`src/rtl/deqs_pkg.sv`:
```
// Shared types and constants of the double-ended queue with search.
`timescale 1ns / 1ps

package deqs_pkg;

	localparam int DEPTH_DEF = 16;
	localparam int VAL_W     = 32;
	localparam int OP_W      = 3;
	localparam int STAT_W    = 2;
	localparam int POS_W     = 13;

	// operation codes on the input port
	localparam logic [OP_W-1:0] OP_PUSH_FRONT = 3'd0;
	localparam logic [OP_W-1:0] OP_PUSH_BACK  = 3'd1;
	localparam logic [OP_W-1:0] OP_POP_FRONT  = 3'd2;
	localparam logic [OP_W-1:0] OP_POP_BACK   = 3'd3;
	localparam logic [OP_W-1:0] OP_SEARCH     = 3'd4;

	typedef enum logic [STAT_W-1:0] {
		STAT_DONE     = 2'd0,
		STAT_EMPTY    = 2'd1,
		STAT_FULL     = 2'd2,
		STAT_NOTFOUND = 2'd3
	} status_t;

	typedef enum logic [2:0] {
		K_PUSH_FRONT,
		K_PUSH_BACK,
		K_POP_FRONT,
		K_POP_BACK,
		K_SEARCH,
		K_NOP
	} kind_t;

	typedef struct packed {
		kind_t              kind;
		logic signed [VAL_W-1:0] value;
	} cmd_t;

endpackage

```
`src/rtl/deqs_ram.sv`:
```
// Generic single-write, single-read RAM with registered read data.
`timescale 1ns / 1ps

module deqs_ram #(
	parameter int WIDTH = 32,
	parameter int DEPTH = 16,
	localparam int AW = (DEPTH > 1) ? $clog2(DEPTH) : 1
) (
	input  logic             clk,
	input  logic             wr_en,
	input  logic [AW-1:0]    wr_addr,
	input  logic [WIDTH-1:0] wr_data,
	input  logic             rd_en,
	input  logic [AW-1:0]    rd_addr,
	output logic [WIDTH-1:0] rd_data
);

	logic [WIDTH-1:0] mem_q [DEPTH];
	logic [WIDTH-1:0] rd_data_q;

	always_ff @(posedge clk) begin
		if (wr_en) begin
			mem_q[wr_addr] <= wr_data;
		end
		if (rd_en) begin
			rd_data_q <= mem_q[rd_addr];
		end
	end

	assign rd_data = rd_data_q;

endmodule

```
`src/rtl/deqs_front.sv`:
```
// Front end: accept input transfers, classify the operation, queue commands.
`timescale 1ns / 1ps

module deqs_front import deqs_pkg::*; (
	input  logic                    clk,
	input  logic                    arst_n,
	input  logic                    in_valid,
	output logic                    in_ready,
	input  logic [OP_W-1:0]         operation,
	input  logic signed [VAL_W-1:0] value,
	output logic                    cmd_valid,
	output cmd_t                    cmd,
	input  logic                    cmd_pop
);

	cmd_t       fifo_q [2];
	logic       wr_ptr_q;
	logic       rd_ptr_q;
	logic [1:0] cnt_q;
	kind_t      kind;
	logic       push;

	always_comb begin
		case (operation)
			OP_PUSH_FRONT: kind = K_PUSH_FRONT;
			OP_PUSH_BACK:  kind = K_PUSH_BACK;
			OP_POP_FRONT:  kind = K_POP_FRONT;
			OP_POP_BACK:   kind = K_POP_BACK;
			OP_SEARCH:     kind = K_SEARCH;
			default:       kind = K_NOP;
		endcase
	end

	assign in_ready  = (cnt_q != 2'd2);
	assign push      = in_valid && in_ready;
	assign cmd_valid = (cnt_q != 2'd0);
	assign cmd       = fifo_q[rd_ptr_q];

	always_ff @(posedge clk) begin
		if (push) begin
			fifo_q[wr_ptr_q] <= '{kind: kind, value: value};
		end
	end

	always_ff @(posedge clk or negedge arst_n) begin
		if (!arst_n) begin
			wr_ptr_q <= 1'b0;
			rd_ptr_q <= 1'b0;
			cnt_q    <= 2'd0;
		end else begin
			if (push) begin
				wr_ptr_q <= ~wr_ptr_q;
			end
			if (cmd_pop) begin
				rd_ptr_q <= ~rd_ptr_q;
			end
			case ({push, cmd_pop})
				2'b10:   cnt_q <= cnt_q + 2'd1;
				2'b01:   cnt_q <= cnt_q - 2'd1;
				default: cnt_q <= cnt_q;
			endcase
		end
	end

endmodule

```
`src/rtl/deqs_back.sv`:
```
// Back end: execute queued commands on the ring, run searches, hold the result.
`timescale 1ns / 1ps

module deqs_back import deqs_pkg::*; #(
	parameter int DEPTH = DEPTH_DEF
) (
	input  logic              clk,
	input  logic              arst_n,
	input  logic              cmd_valid,
	input  cmd_t              cmd,
	output logic              cmd_pop,
	output logic              out_valid,
	input  logic              out_ready,
	output logic [STAT_W-1:0] status,
	output logic [POS_W-1:0]  position
);

	localparam int IW = $clog2(DEPTH);
	localparam int CW = $clog2(DEPTH + 1);
	localparam int SW = IW + 1;

	typedef enum logic [1:0] {S_IDLE, S_SEARCH, S_REPORT} state_t;

	state_t                  state_q;
	logic [IW-1:0]           front_q;
	logic [CW-1:0]           occ_q;
	logic                    out_valid_q;
	status_t                 status_q;
	logic [POS_W-1:0]        position_q;
	logic signed [VAL_W-1:0] key_q;
	logic [IW-1:0]           rd_addr_q;
	logic [CW-1:0]           rd_cnt_q;
	logic                    cmp_vld_q;
	logic [CW-1:0]           cmp_off_q;
	status_t                 sr_status_q;
	logic [POS_W-1:0]        sr_pos_q;

	logic                    res_free;
	logic                    full;
	logic                    empty;
	logic [IW-1:0]           front_dec;
	logic [IW-1:0]           front_inc;
	logic [IW-1:0]           rd_addr_inc;
	logic [SW-1:0]           back_sum;
	logic [IW-1:0]           back_addr;
	logic                    wr_en;
	logic [IW-1:0]           wr_addr;
	logic                    rd_en;
	logic [VAL_W-1:0]        rd_data;
	logic                    hit;
	logic                    last;

	assign res_free  = !out_valid_q || out_ready;
	assign full      = (occ_q == CW'(DEPTH));
	assign empty     = (occ_q == '0);
	assign front_dec = (front_q == '0) ? IW'(DEPTH - 1) : front_q - IW'(1);
	assign front_inc = (front_q == IW'(DEPTH - 1)) ? '0 : front_q + IW'(1);
	assign rd_addr_inc = (rd_addr_q == IW'(DEPTH - 1)) ? '0 : rd_addr_q + IW'(1);

	always_comb begin
		back_sum = SW'(front_q) + SW'(occ_q);
		if (back_sum >= SW'(DEPTH)) begin
			back_sum = back_sum - SW'(DEPTH);
		end
		back_addr = back_sum[IW-1:0];
	end

	assign cmd_pop = (state_q == S_IDLE) && cmd_valid && ((cmd.kind == K_SEARCH) || res_free);
	assign wr_en   = cmd_pop && !full &&
		((cmd.kind == K_PUSH_FRONT) || (cmd.kind == K_PUSH_BACK));
	assign wr_addr = (cmd.kind == K_PUSH_FRONT) ? front_dec : back_addr;
	assign rd_en   = (state_q == S_SEARCH) && (rd_cnt_q < occ_q);
	assign hit     = cmp_vld_q && (rd_data == key_q);
	assign last    = cmp_vld_q && (cmp_off_q == occ_q - CW'(1));

	deqs_ram #(
		.WIDTH (VAL_W),
		.DEPTH (DEPTH)
	) u_ram (
		.clk     (clk),
		.wr_en   (wr_en),
		.wr_addr (wr_addr),
		.wr_data (cmd.value),
		.rd_en   (rd_en),
		.rd_addr (rd_addr_q),
		.rd_data (rd_data)
	);

	always_ff @(posedge clk or negedge arst_n) begin
		if (!arst_n) begin
			state_q     <= S_IDLE;
			front_q     <= '0;
			occ_q       <= '0;
			out_valid_q <= 1'b0;
			status_q    <= STAT_DONE;
			position_q  <= '0;
			key_q       <= '0;
			rd_addr_q   <= '0;
			rd_cnt_q    <= '0;
			cmp_vld_q   <= 1'b0;
			cmp_off_q   <= '0;
			sr_status_q <= STAT_DONE;
			sr_pos_q    <= '0;
		end else begin
			if (out_valid_q && out_ready) begin
				out_valid_q <= 1'b0;
			end
			case (state_q)
				S_IDLE: begin
					if (cmd_pop && (cmd.kind != K_SEARCH)) begin
						out_valid_q <= 1'b1;
						position_q  <= '0;
						status_q    <= STAT_DONE;
					end
					if (cmd_pop) begin
						case (cmd.kind)
							K_PUSH_FRONT: begin
								if (full) begin
									status_q <= STAT_FULL;
								end else begin
									front_q <= front_dec;
									occ_q   <= occ_q + CW'(1);
								end
							end
							K_PUSH_BACK: begin
								if (full) begin
									status_q <= STAT_FULL;
								end else begin
									occ_q <= occ_q + CW'(1);
								end
							end
							K_POP_FRONT: begin
								if (empty) begin
									status_q <= STAT_EMPTY;
								end else begin
									occ_q   <= occ_q - CW'(1);
									front_q <= (occ_q == CW'(1)) ? '0 : front_inc;
								end
							end
							K_POP_BACK: begin
								if (empty) begin
									status_q <= STAT_EMPTY;
								end else begin
									occ_q <= occ_q - CW'(1);
									if (occ_q == CW'(1)) begin
										front_q <= '0;
									end
								end
							end
							K_SEARCH: begin
								key_q     <= cmd.value;
								rd_addr_q <= front_q;
								rd_cnt_q  <= '0;
								cmp_vld_q <= 1'b0;
								if (empty) begin
									sr_status_q <= STAT_NOTFOUND;
									sr_pos_q    <= '0;
									state_q     <= S_REPORT;
								end else begin
									state_q <= S_SEARCH;
								end
							end
							default: begin
							end
						endcase
					end
				end
				S_SEARCH: begin
					if (rd_en) begin
						rd_addr_q <= rd_addr_inc;
						rd_cnt_q  <= rd_cnt_q + CW'(1);
					end
					cmp_vld_q <= rd_en;
					cmp_off_q <= rd_cnt_q;
					if (hit) begin
						sr_status_q <= STAT_DONE;
						sr_pos_q    <= POS_W'(cmp_off_q) + POS_W'(1);
						state_q     <= S_REPORT;
					end else if (last) begin
						sr_status_q <= STAT_NOTFOUND;
						sr_pos_q    <= '0;
						state_q     <= S_REPORT;
					end
				end
				S_REPORT: begin
					if (res_free) begin
						out_valid_q <= 1'b1;
						status_q    <= sr_status_q;
						position_q  <= sr_pos_q;
						state_q     <= S_IDLE;
					end
				end
				default: begin
					state_q <= S_IDLE;
				end
			endcase
		end
	end

	assign out_valid = out_valid_q;
	assign status    = status_q;
	assign position  = position_q;

endmodule

```
`src/rtl/double_ended_queue_with_search.sv`:
```
// Top level of the double-ended queue with linear search.
`timescale 1ns / 1ps

// Bounded deque of DEPTH signed 32-bit values held in a ring in one RAM, with a
// front index and an occupancy count. Each input transfer carries an operation
// (push front, push back, pop front, pop back, search; other codes do nothing)
// and a value, and yields exactly one result transfer with status and position.
// A two-entry command queue in the front end keeps accepting transfers while
// the back end works or a result waits to be taken. In the back end, pushes,
// pops and unused codes complete as the command is taken; a search reads one
// entry per cycle through the single RAM read port, compares the registered
// read data with the key, and posts its result once the result register is
// free. A search stops at the first match.
// No clearing pass follows reset; only slots that hold entries are ever read.
// Popped values are not returned; position is nonzero only for a found search.
module double_ended_queue_with_search import deqs_pkg::*; #(
	parameter int DEPTH = DEPTH_DEF
) (
	input  logic                    clk,
	input  logic                    arst_n,
	input  logic                    in_valid,
	output logic                    in_ready,
	input  logic [OP_W-1:0]         operation,
	input  logic signed [VAL_W-1:0] value,
	output logic                    out_valid,
	input  logic                    out_ready,
	output logic [STAT_W-1:0]       status,
	output logic [POS_W-1:0]        position
);

	// command transfer between front and back end
	logic cmd_valid;
	logic cmd_pop;
	cmd_t cmd;

	// accept and classify, queue up to two commands
	deqs_front u_front (
		.clk       (clk),
		.arst_n    (arst_n),
		.in_valid  (in_valid),
		.in_ready  (in_ready),
		.operation (operation),
		.value     (value),
		.cmd_valid (cmd_valid),
		.cmd       (cmd),
		.cmd_pop   (cmd_pop)
	);

	// execute on the ring, search, hold the result until transferred
	deqs_back #(
		.DEPTH (DEPTH)
	) u_back (
		.clk       (clk),
		.arst_n    (arst_n),
		.cmd_valid (cmd_valid),
		.cmd       (cmd),
		.cmd_pop   (cmd_pop),
		.out_valid (out_valid),
		.out_ready (out_ready),
		.status    (status),
		.position  (position)
	);

endmodule

```
`config.mk`:
```
export PLATFORM = sky130hd
export DESIGN_NAME = double_ended_queue_with_search
export DESIGN_NICKNAME = d
export VERILOG_FILES = /design/src/rtl/deqs_pkg.sv /design/src/rtl/deqs_ram.sv /design/src/rtl/deqs_front.sv /design/src/rtl/deqs_back.sv /design/src/rtl/double_ended_queue_with_search.sv
export SDC_FILE = /design/constraint.sdc
export NUM_CORES = 1
export LEC_CHECK = 0
export BUFFER_PORTS_ARGS = -buffer_cell sky130_fd_sc_hd__buf_2
export CORE_UTILIZATION = 41
export CTS_CLUSTER_DIAMETER = 120
export DETAILED_ROUTE_END_ITERATION = 10
export GPL_TIMING_DRIVEN = 0
export PLACE_DENSITY_LB_ADDON = 0.3
export SYNTH_ARGS = -nofsm -noshare
export SYNTH_HDL_FRONTEND = slang
export SYNTH_SLANG_ARGS = --single-unit
```
`constraint.sdc`:
```
create_clock -name clk -period 3.45 [get_ports clk]
set_input_delay 0.1725 -clock clk [delete_from_list [all_inputs] [get_ports clk]]
set_output_delay 0.1725 -clock clk [all_outputs]
set_load 0.03 [all_outputs]
```
Word level (Yosys, flattened, before mapping)
Memories as Yosys holds them, arrays and structs flattened. A register that Yosys moved wholly into a read port is not among the register bits. Index checks and enable logic that the tools add are counted. W data, S select, Z words.

Bitwise operators: 2. Multipliers: 0. Order comparisons: 2. Equality and inequality tests: 33. Mux-type cells: 64. Shifts and indexed selects: 0. Divide/modulo/power cells: 0. $add $sub $neg: 11. Reduce and logical (&&, ||, !) cells: 37.

Operators by type and width (number): $mux W13 (7); $mux W4 (13); $pmux W13 S2 (2); $eq A32 B32 Y1 (1); $mux W2 (16); $mux W5 (5); $pmux W5 S2 (2); $ne A2 B2 Y1 const B (8); $pmux W2 S2 (4); $pmux W3 S5 (1); $eq A3 B2 Y1 const B (4); $pmux W4 S3 (1); $add A5 B1 Y5 const B (2); $logic_and A1 B1 Y1 (10); $ne A2 B1 Y1 const B (5); $reduce_and A5 Y1 (2); $reduce_bool A2 Y1 (5); $mux W1 (9); $reduce_and A3 Y1 (3); $add A4 B1 Y4 const B (2); $eq A4 B4 Y1 const B (2); $pmux W4 S2 (1); $reduce_and A4 Y1 (2); $sub A4 B1 Y4 const B (2); other kinds (29) (40).

Bits in latches: 0. ROM bits: 0. Word-level logic and storage cells: 167. Register bits after elaboration: 93. Memory bits (writable): 582. Memories kept: 2.

Memory list: u_back.u_ram.mem_q (depth 16, bits a word 32, read ports 1, clocked after Yosys merged registers in 1, wr ports 1, RTL line deqs_ram.sv:18) `logic [WIDTH-1:0] mem_q [DEPTH];`; u_front.fifo_q (depth 2, bits a word 35, read ports 1, clocked after Yosys merged registers in 0, wr ports 1, RTL line deqs_front.sv:16) `cmd_t fifo_q [2];`.

Longest topological paths before layout
Gate-level depths: netlist of the first run.

Depth in word-level cells: 10. Gate-level depth with buffers: 9.

By module
Synthesis of the first run repeated with hierarchy kept, for this count alone.

Cells, all modules: 1445. Area total of the unflattened synthesis: 27288.7 um^2.

By module, submodules not included: deqs_ram (instances 1, sequential area each 16335.7 um^2, area an instance 20155.6 um^2, cells an instance 838); deqs_back (instances 1, sequential area each 1851.8 um^2, area an instance 4252.8 um^2, cells an instance 479); deqs_front (instances 1, sequential area each 2202.1 um^2, area an instance 2880.3 um^2, cells an instance 128).

Worst setup path before layout of the first run
OpenSTA, ideal clock, no wires.

Path kind: register -> register. Start point: register u_back.occ_q[0]. End point: memory u_back.u_ram.mem_q[4][0] (enable). Data required time: 3029 ps. Stages on the path, launching flop included: 8. Arrival time: 3005 ps. Path slack: 24 ps. Buffers on the path: 0. Clock period less this slack: 3426 ps. Cells stage by stage: dfrtp_1 ha_1 inv_1 fa_1 mux2i_1 and3b_1 nand2_1 nor2_1.

Word-level cells in the longest chain between the ends: 6.

RTL lines: start: declaration (RTL line deqs_back.sv:26) `logic [CW-1:0] occ_q;`; start signal: assignment (RTL line deqs_back.sv:122) `occ_q <= occ_q + CW'(1);`; start signal: assignment (RTL line deqs_back.sv:129) `occ_q <= occ_q + CW'(1);`; start signal: assignment (RTL line deqs_back.sv:136) `occ_q <= occ_q - CW'(1);`; parallel branches: the longest is 6 deep, another holds $add A4 B5 Y5; end: declaration (RTL line deqs_ram.sv:18).

Parallel ways; which one is timed is not known.

==> reports/metrics.cfg, run 1 <==
[run_status]
status = complete, no violations

[synth]
synthCells = 1600
ys.flop_type = edfxtp_1
postSynthRegisterBits = 692
yosysWarnings = 0
avgSynthCellArea_um2 = 17.32
synth_area_mm2 = 0.02772
ys_types = 63
yosysSeqAreaShare_pct = 73.56
synthArstFlopShare_pct = 11.27
synth-edff-count = 614

[placement]
dp_cells = 2538
place_hpwl_um = 42550
gp_congestion = 0.8282
place.port_buffers = 48

[worst_setup_path]
cp_slowest_cell = buf_1
ff2ff_setup_slack_ns = 0.24
rr_endpoint = u_back.u_ram.rd_data[16]
critical_path.max_fanout = 10
crit_chain = clkbuf_1 -> nor2b_1 -> clkbuf_1 -> buf_1 -> nand2_1 -> nand2_1 -> a21oi_1 -> a22oi_1 -> nand2_1
worstSetupEndpointType = flop
rr_worst_depth = 9
r2r-start = u_back.rd_addr_q[2]
cpMostUsedCell = nand2_1
max_stage_delay_ns = 0.75
worstSetupPathType = reg -> reg
worst-endpoint-arrival_ns = 3.56
required_ns = 3.80
start_kind = flop

[timing]
hold_violations = 0
finalMaxSlewViolations = 0
slew_headroom_pct = 14.45
fin_crit_ns = 3.207
rsz0062_at_grt = false
timing.final.crit_share_pct = 92.95
worst_pin_slew_ns = 1.283
skew_ns = 0.02430
setup_viol_count_final = 0
fmax_ghz = 0.3118

[pwr]
ir_drop_v = 0.0004222
p_leak_uw = 0.01129
p_per_area_mw_per_mm2 = 880.9
p_total_uw = 28740

[die]
dieHeight_um = 262.0
start_util_pct = 41.79
die-width_um = 262.0
rows = 94
ios = 56
die_area_mm2 = 0.06865
fp.coreArea_mm2 = 0.06633

[clocking]
cts_tree = built
clk_latency_ns = 0.62
path_clk_slew_ns = 0.06
cts.sinks = 692
cts-root-buf = clkbuf_16
clk_path_buf_depth = 3
numCtsBuffers = 73
htree_levels = 3

[global_route]
antenna_found_initial = 1
grt_pass1_wl_um = 98850
grt_usage_pct = 19.75
grt_max_degree = 48
overflow = 0
grt_pass1_vias = 15574

[min_path]
hold_path_class = in -> async

[finish]
drive_above_1_share_pct = 21.09
final_util_pct = 49.19
stdcell_count = 2732
antenna_cells = 0
area_growth_syn_to_layout_pct = 17.71
nets = 1866

[detailed_routing]
drc_errors = 0
vias = 15211
initialDrtViolationCount = 1317
postRouteAntennaNets = 0
avgViaCountPerCell = 5.568
dr.pass1.iters = 5
routedWlPerCell_um = 24.16
wl_um = 65990

[flow_run]
max_cap_viol_count = 0

## kinds of logic after synthesis
| family | Yosys count | synth area share (%) |
|---|---|---|
| AND/OR/NAND/NOR | 228 | 3.945 |
| flip-flops | 692 | 73.56 |
| XOR/XNOR | 54 | 1.706 |
| adder cells (fa/ha/maj) | 18 | 0.8396 |
| AO/OA/AOI/OAI | 232 | 5.322 |
| other | 1 | 0.01353 |
| buffers and inverters | 106 | 1.607 |
| multiplexers | 269 | 13.01 |
## synth_stat cells (all sizes together) (2+ instances only)
cell type,number,area (um^2)
nand3b,2,15.01
nand2,97,364.1
o21ai,81,405.4
a21o,5,37.54
a32oi,2,17.52
a21oi,51,255.2
nor3b,3,22.52
xor2,17,148.9
nor4b,2,17.52
buf,35,178.9
o22ai,3,18.77
o31ai,3,27.52
a221oi,34,297.8
mux2i,115,1151
nor2,40,150.1
ha,17,212.7
a31oi,3,18.77
dfrtp,78,1952
nor3,6,30.03
xnor2,37,324.1
or4,2,15.01
nor4,3,18.77
nand4b,3,26.28
and3,4,25.02
nand3,18,90.09
and2,4,25.02
o21a,2,16.27
mux4,64,1441
a311oi,2,17.52
nand4,14,87.58
a22oi,35,262.8
inv,26,97.59
clkbuf,45,168.9
nand2b,13,81.33
nor2b,9,56.30
mux2,90,1013
edfxtp,614,18440
## timing repair
| action | in CTS | in global routing |
|---|---|---|
| pin swaps | 15 | 2 |
| cloned | 0 | 0 |
| endpoints found under the hold margin | 151 | 0 |
| setup buffers | 17 | 4 |
| hold buffers | 39 | 0 |
| gates resized for setup | 0 | 1 |
| setup endpoints to repair | 285 | 53 |
## per-stage QoR
stage | setup WS (ns) | setup TNS, ns | hold WS, ns | cell area (um^2)
2_1_floorplan | 0.02417 | 0 | -0.1231 | 27740
3_3_place_gp | -2.317 | -1064.02 | 0.3591 | 29060
3_5_place_dp | -0.2862 | -33.48 | 0.1616 | 29630
4_1_cts | 0.01018 | 0 | 0.05431 | 32580
5_1_grt | 0.1418 | 0 | 0.1000 | 32630
6_report | 0.2433 | 0 | 0.06384 | 32630
## critical path: cells and delay by family (launching register included)
kind                   cells  cell delay, ns
buffers and inverters      3            1.72
and+or+nand+nor            4            0.48
DFF                        1            0.38
AOI/OAI and AO/OA          2            0.37
## how the worst max path moves through the flow
stage / to / slack, ns / startpoint / cells after the start
final: u_back.u_ram.rd_data[16] / 0.24 / u_back.rd_addr_q[2] / 9
after global routing: u_back.u_ram.rd_data[24] / 0.14 / u_back.rd_addr_q[2] / 9
after CTS: u_back.u_ram.mem_q[8][16] / 0.01 / u_front.rd_ptr_q / 8
after detailed placement: u_back.u_ram.mem_q[2][18] / -0.29 / u_front.rd_ptr_q / 7
after global placement: u_back.u_ram.mem_q[2][18] / -2.32 / u_front.rd_ptr_q / 6
after floorplan: u_back.u_ram.mem_q[4][0] / 0.02 / u_back.occ_q[0] / 7
## registers in the layout, summed over array words and instances (netlist names)
signal and count:
u_back.u_ram.rd_data 32, u_back.cmp_off_q 5, u_back.cmp_vld_q 1, u_back.front_q 4, u_back.status 2, u_front.fifo_q 70, u_back.sr_pos_q 6, u_front.wr_ptr_q 1
u_back.u_ram.mem_q 512, u_back.rd_cnt_q 5, u_back.out_valid 1, u_back.key_q 32, u_back.position 6, u_back.rd_addr_q 4, u_front.cnt_q 2, u_back.state_q 2
u_front.rd_ptr_q 1, u_back.occ_q 5, u_back.sr_status_q 1
## per-layer routing
layer / wire, um / track usage (%)
met1: 27980 / 26.55
met2: 31870 / 32.30
met3: 4056 / 3.771
met4: 2081 / 6.744
met5: 0 / 0
## report_power, final
| part | switching (uW) | total, uW | leakage (uW) | internal (uW) |
|---|---|---|---|---|
| clock network | 3200 | 7430 | 0.00109 | 4230 |
| logic | 6180 | 9560 | 0.00369 | 3370 |
| registers | 533 | 11800 | 0.00651 | 11200 |
## area by class of cell
type | instances | area [um^2]
fillers | 5479 | 33700
flip-flops and latches | 692 | 20390
multi-input cells | 808 | 7039
clock buffers | 105 | 2038
repair buffers | 128 | 1404
well taps | 864 | 1081
plain buffers | 80 | 347.8
clock inverters | 29 | 231.5
inverters | 26 | 97.59
## cell usage in the layout, fill, tap and decap left out, drive strengths merged, types with 3 or more instances in the layout
| cell type | n |
|---|---|
| nor4 | 3 |
| nand4b | 3 |
| o22ai | 3 |
| mux2i | 115 |
| ha | 17 |
| inv | 31 |
| mux4 | 64 |
| a21oi | 51 |
| nand4 | 14 |
| buf | 124 |
| o31ai | 3 |
| nand2 | 97 |
| nand2b | 13 |
| and3 | 4 |
| a22oi | 35 |
| a221oi | 34 |
| xor2 | 17 |
| nand3 | 18 |
| nor2b | 9 |
| conb | 7 |
| dlygate4sd3 | 39 |
| xnor2 | 37 |
| clkbuf | 150 |
| and2 | 4 |
| a31oi | 3 |
| edfxtp | 614 |
| dfrtp | 78 |
| a21o | 5 |
| nor2 | 40 |
| mux2 | 90 |
| clkinv | 18 |
| nor3b | 3 |
| nor3 | 6 |
| clkinvlp | 5 |
| o21ai | 81 |
No activity file was read; power rests on OpenSTA's default activity.
==> inputs of run 2 (changes only) <==
--- a/config.mk
+++ b/config.mk
@@ -11,5 +11,5 @@
 export DETAILED_ROUTE_END_ITERATION = 10
 export GPL_TIMING_DRIVEN = 0
-export PLACE_DENSITY_LB_ADDON = 0.3
+export PLACE_DENSITY = 0.56
 export SYNTH_ARGS = -nofsm -noshare
 export SYNTH_HDL_FRONTEND = slang
==> constraint.sdc (replaced) <==
create_clock -name clk -period 3.45 [get_ports clk]
set_input_delay 0.1725 -clock clk [delete_from_list [all_inputs] [get_ports clk]]
set_output_delay 0.1725 -clock clk [all_outputs]
set_load 0.005 [all_outputs]
==> run 2 against run 1 <==
Effect of this change: first-iteration DRC count decreased by 5.2%; total power increased by 0.78%; sequential cell count did not move; sequential share of layout area decreased by 0.22 points; clock-buffer cell count up 4; register-to-register slack got worse by 0.02 ns; largest cell class unchanged; largest power group unchanged.
==> reports/metrics.cfg, run 2 (synthesis gave the netlist of run 1 again) <==
[run_status]
status = complete, no violations  ; unchanged

[global_route]
grt_pass1_wl_um = 99880  ; was 98,850 um
grt_max_degree = 45  ; was 48
grt_pass1_vias = 15165  ; was 15.57k
overflow = 0  ; unchanged
grt_usage_pct = 20.21  ; was 19.75%
antenna_found_initial = 0  ; was 1

[worst_setup_path]
start_kind = flop  ; unchanged
rr_worst_depth = 7  ; was 9
crit_end = u_back.u_ram.mem_q[6][13]  ; was u_back.u_ram.rd_data[16]
rr_endpoint = u_back.u_ram.mem_q[6][13]  ; was u_back.u_ram.rd_data[16]
crit_start = u_front.rd_ptr_q  ; was u_back.rd_addr_q[2]
r2r-start = u_front.rd_ptr_q  ; was u_back.rd_addr_q[2]
worstSetupPathType = reg -> reg  ; unchanged
worst-endpoint-arrival_ns = 3.54  ; was 3.56 ns
critical_path.max_fanout = 18  ; was 10
worstSetupEndpointType = flop  ; unchanged
required_ns = 3.76  ; was 3.80 ns
ff2ff_setup_slack_ns = 0.22  ; was 0.24 ns

[timing]
slew_headroom_pct = 21.14  ; was 14.45%
finalMaxSlewViolations = 0  ; unchanged
hold_violations = 0  ; unchanged
worst_pin_slew_ns = 1.183  ; was 1.283 ns
setup_viol_count_final = 0  ; unchanged
timing.final.crit_share_pct = 93.62  ; was 92.95%
fmax_ghz = 0.3096  ; was 0.3118 GHz
skew_ns = 0.02080  ; was 0.02430 ns
fin_crit_ns = 3.230  ; was 3.207 ns
rsz0062_at_grt = false  ; unchanged

[die]
fp.coreArea_mm2 = 0.06633  ; unchanged
die-width_um = 262.0  ; unchanged
rows = 94  ; unchanged
dieHeight_um = 262.0  ; unchanged
ios = 56  ; unchanged
die_area_mm2 = 0.06865  ; unchanged
start_util_pct = 41.79  ; unchanged

[clocking]
cts.repair.resized = 0  ; unchanged
cts-root-buf = clkbuf_16  ; unchanged
path_clk_slew_ns = 0.06  ; about the same
htree_levels = 3  ; unchanged
numCtsBuffers = 75  ; was 73
clk_latency_ns = 0.63  ; was 0.62 ns
clk_path_buf_depth = 3  ; unchanged
cts_tree = built  ; unchanged
cts.sinks = 692  ; unchanged

[pwr]
p_leak_uw = 0.01137  ; was 0.01129 uW
p_per_area_mw_per_mm2 = 884.7  ; was 880.9 mW/mm^2
ir_drop_v = 0.0004342  ; was 0.0004222 V

[detailed_routing]
initialDrtViolationCount = 1248  ; was 1,317
routedWlPerCell_um = 24.68  ; was 24.16 um
avgViaCountPerCell = 5.483  ; was 5.568
dr.pass1.iters = 8  ; was 5
postRouteAntennaNets = 0  ; unchanged
vias = 14995  ; was 15.21k
wl_um = 67510  ; was 65,990 um
drc_errors = 0  ; unchanged

[finish]
nets = 1868  ; was 1,866
antenna_cells = 0  ; unchanged
drive_above_1_share_pct = 21.06  ; was 21.09%
area_growth_syn_to_layout_pct = 18.12  ; was 17.71%
final_util_pct = 49.36  ; was 49.19%
reg.largest.list = u_back.u_ram.mem_q (512), u_front.fifo_q (70)  ; unchanged
largest_register = u_back.u_ram.mem_q  ; unchanged
largest_reg_flops = 512  ; unchanged
final_cell_mix = 614 x edfxtp_1, 115 x mux2i_1, 97 x nand2_1  ; unchanged
fillers = 5589  ; was 5,479
final_common_cell = edfxtp_1  ; unchanged
stdcell_count = 2735  ; was 2,732

[min_path]
hold_path_class = in -> async  ; unchanged

[placement]
dp_cells = 2538  ; unchanged
gp_congestion = 0.8179  ; was 0.8282
place_hpwl_um = 44920  ; was 42,550 um
place.port_buffers = 48  ; unchanged

[flow_run]
max_cap_viol_count = 0  ; unchanged

run 2: cell count changes in the layout (fill, tap and decap cells not counted), moves of 2 or more:
| cell | before | now |
|---|---|---|
| clkinv_8 | 0 | 2 |
| buf_4 | 15 | 12 |
| buf_16 | 5 | 7 |
| clkinvlp_4 | 5 | 0 |
| clkbuf_16 | 74 | 77 |
| clkinv_2 | 6 | 11 |
| inv_6 | 3 | 1 |
run 2: routing by layer:
layer	global-route usage, %	share of wire [%]	vias up
li1	-	-	6713
met1	27.02	44	7827
met2	34.04	50	353
met3	3.048	4.3	102
met4	6.342	2.4	0
met5	0	0	-
run 2: stage by stage:
| step | area (um^2) | setup TNS [ns] | hold WS [ns] | setup WS, ns | power (uW) |
|---|---|---|---|---|---|
| final | 32740 | 0 | 0.1201 | 0.2200 | 28970 |
| after global routing | 32740 | 0 | 0.1693 | 0.05455 | 30340 |
| after CTS | 32690 | 0 | 0.1272 | 0.04661 | 29200 |
| after detailed placement | 29650 | -21.45 | 0.2475 | -0.2412 | 21410 |
| after global placement | 29060 | -1090.70 | 0.3593 | -2.401 | 20830 |
| after floorplan | 27740 | 0 | -0.1231 | 0.02417 | 17820 |
run 2: worst min path at each step:
stage / start / to / slack (ns) / depth (start not counted)
global route: arst_n / u_front.rd_ptr_q / 0.17 / 2
global placement: value[9] / u_front.fifo_q[0][9] / 0.36 / 1
CTS: arst_n / u_front.rd_ptr_q / 0.13 / 2
floorplan: arst_n / u_back.cmp_off_q[0] / -0.12 / 0
detailed placement: arst_n / u_front.rd_ptr_q / 0.25 / 1
finish: arst_n / u_front.cnt_q[0] / 0.12 / 2
run 2: critical path, stage by stage, from the launching register on:
cell     delay [ns]
dfrtp_1        0.39
buf_2          0.32
nor3_1         0.15
o21ai_1        0.55
mux2i_1        0.38
nand4_1        0.50
nor2_4         0.39
buf_16         0.21
run 2: where the power goes:
group | internal [uW] | switching [uW] | total [uW]
clock | 4430 | 3230 | 7660
combinational | 3390 | 6150 | 9540
sequential | 11200 | 544 | 11800
total | 19000 | 9920 | 29000
run 2: what timing repair did:
| action | CTS | global route |
|---|---|---|
| endpoints found under the setup margin | 282 | 38 |
| pin swaps | 14 | 2 |
| buffers inserted | 18 | 2 |
| hold buffers | 39 | 0 |
| endpoints found under the hold margin | 116 | 0 |
run 2: final cells by class:
cell class	instances	area, um^2	area share (%)
multi-input cells	808	7036	21.49
inverters	26	97.59	0.2981
clock buffers	109	2117	6.466
clock inverters	28	222.7	0.6802
flip-flops and latches	692	20390	62.27
repair buffers	128	1451	4.433
well taps	864	1081	3.302
plain buffers	80	347.8	1.062
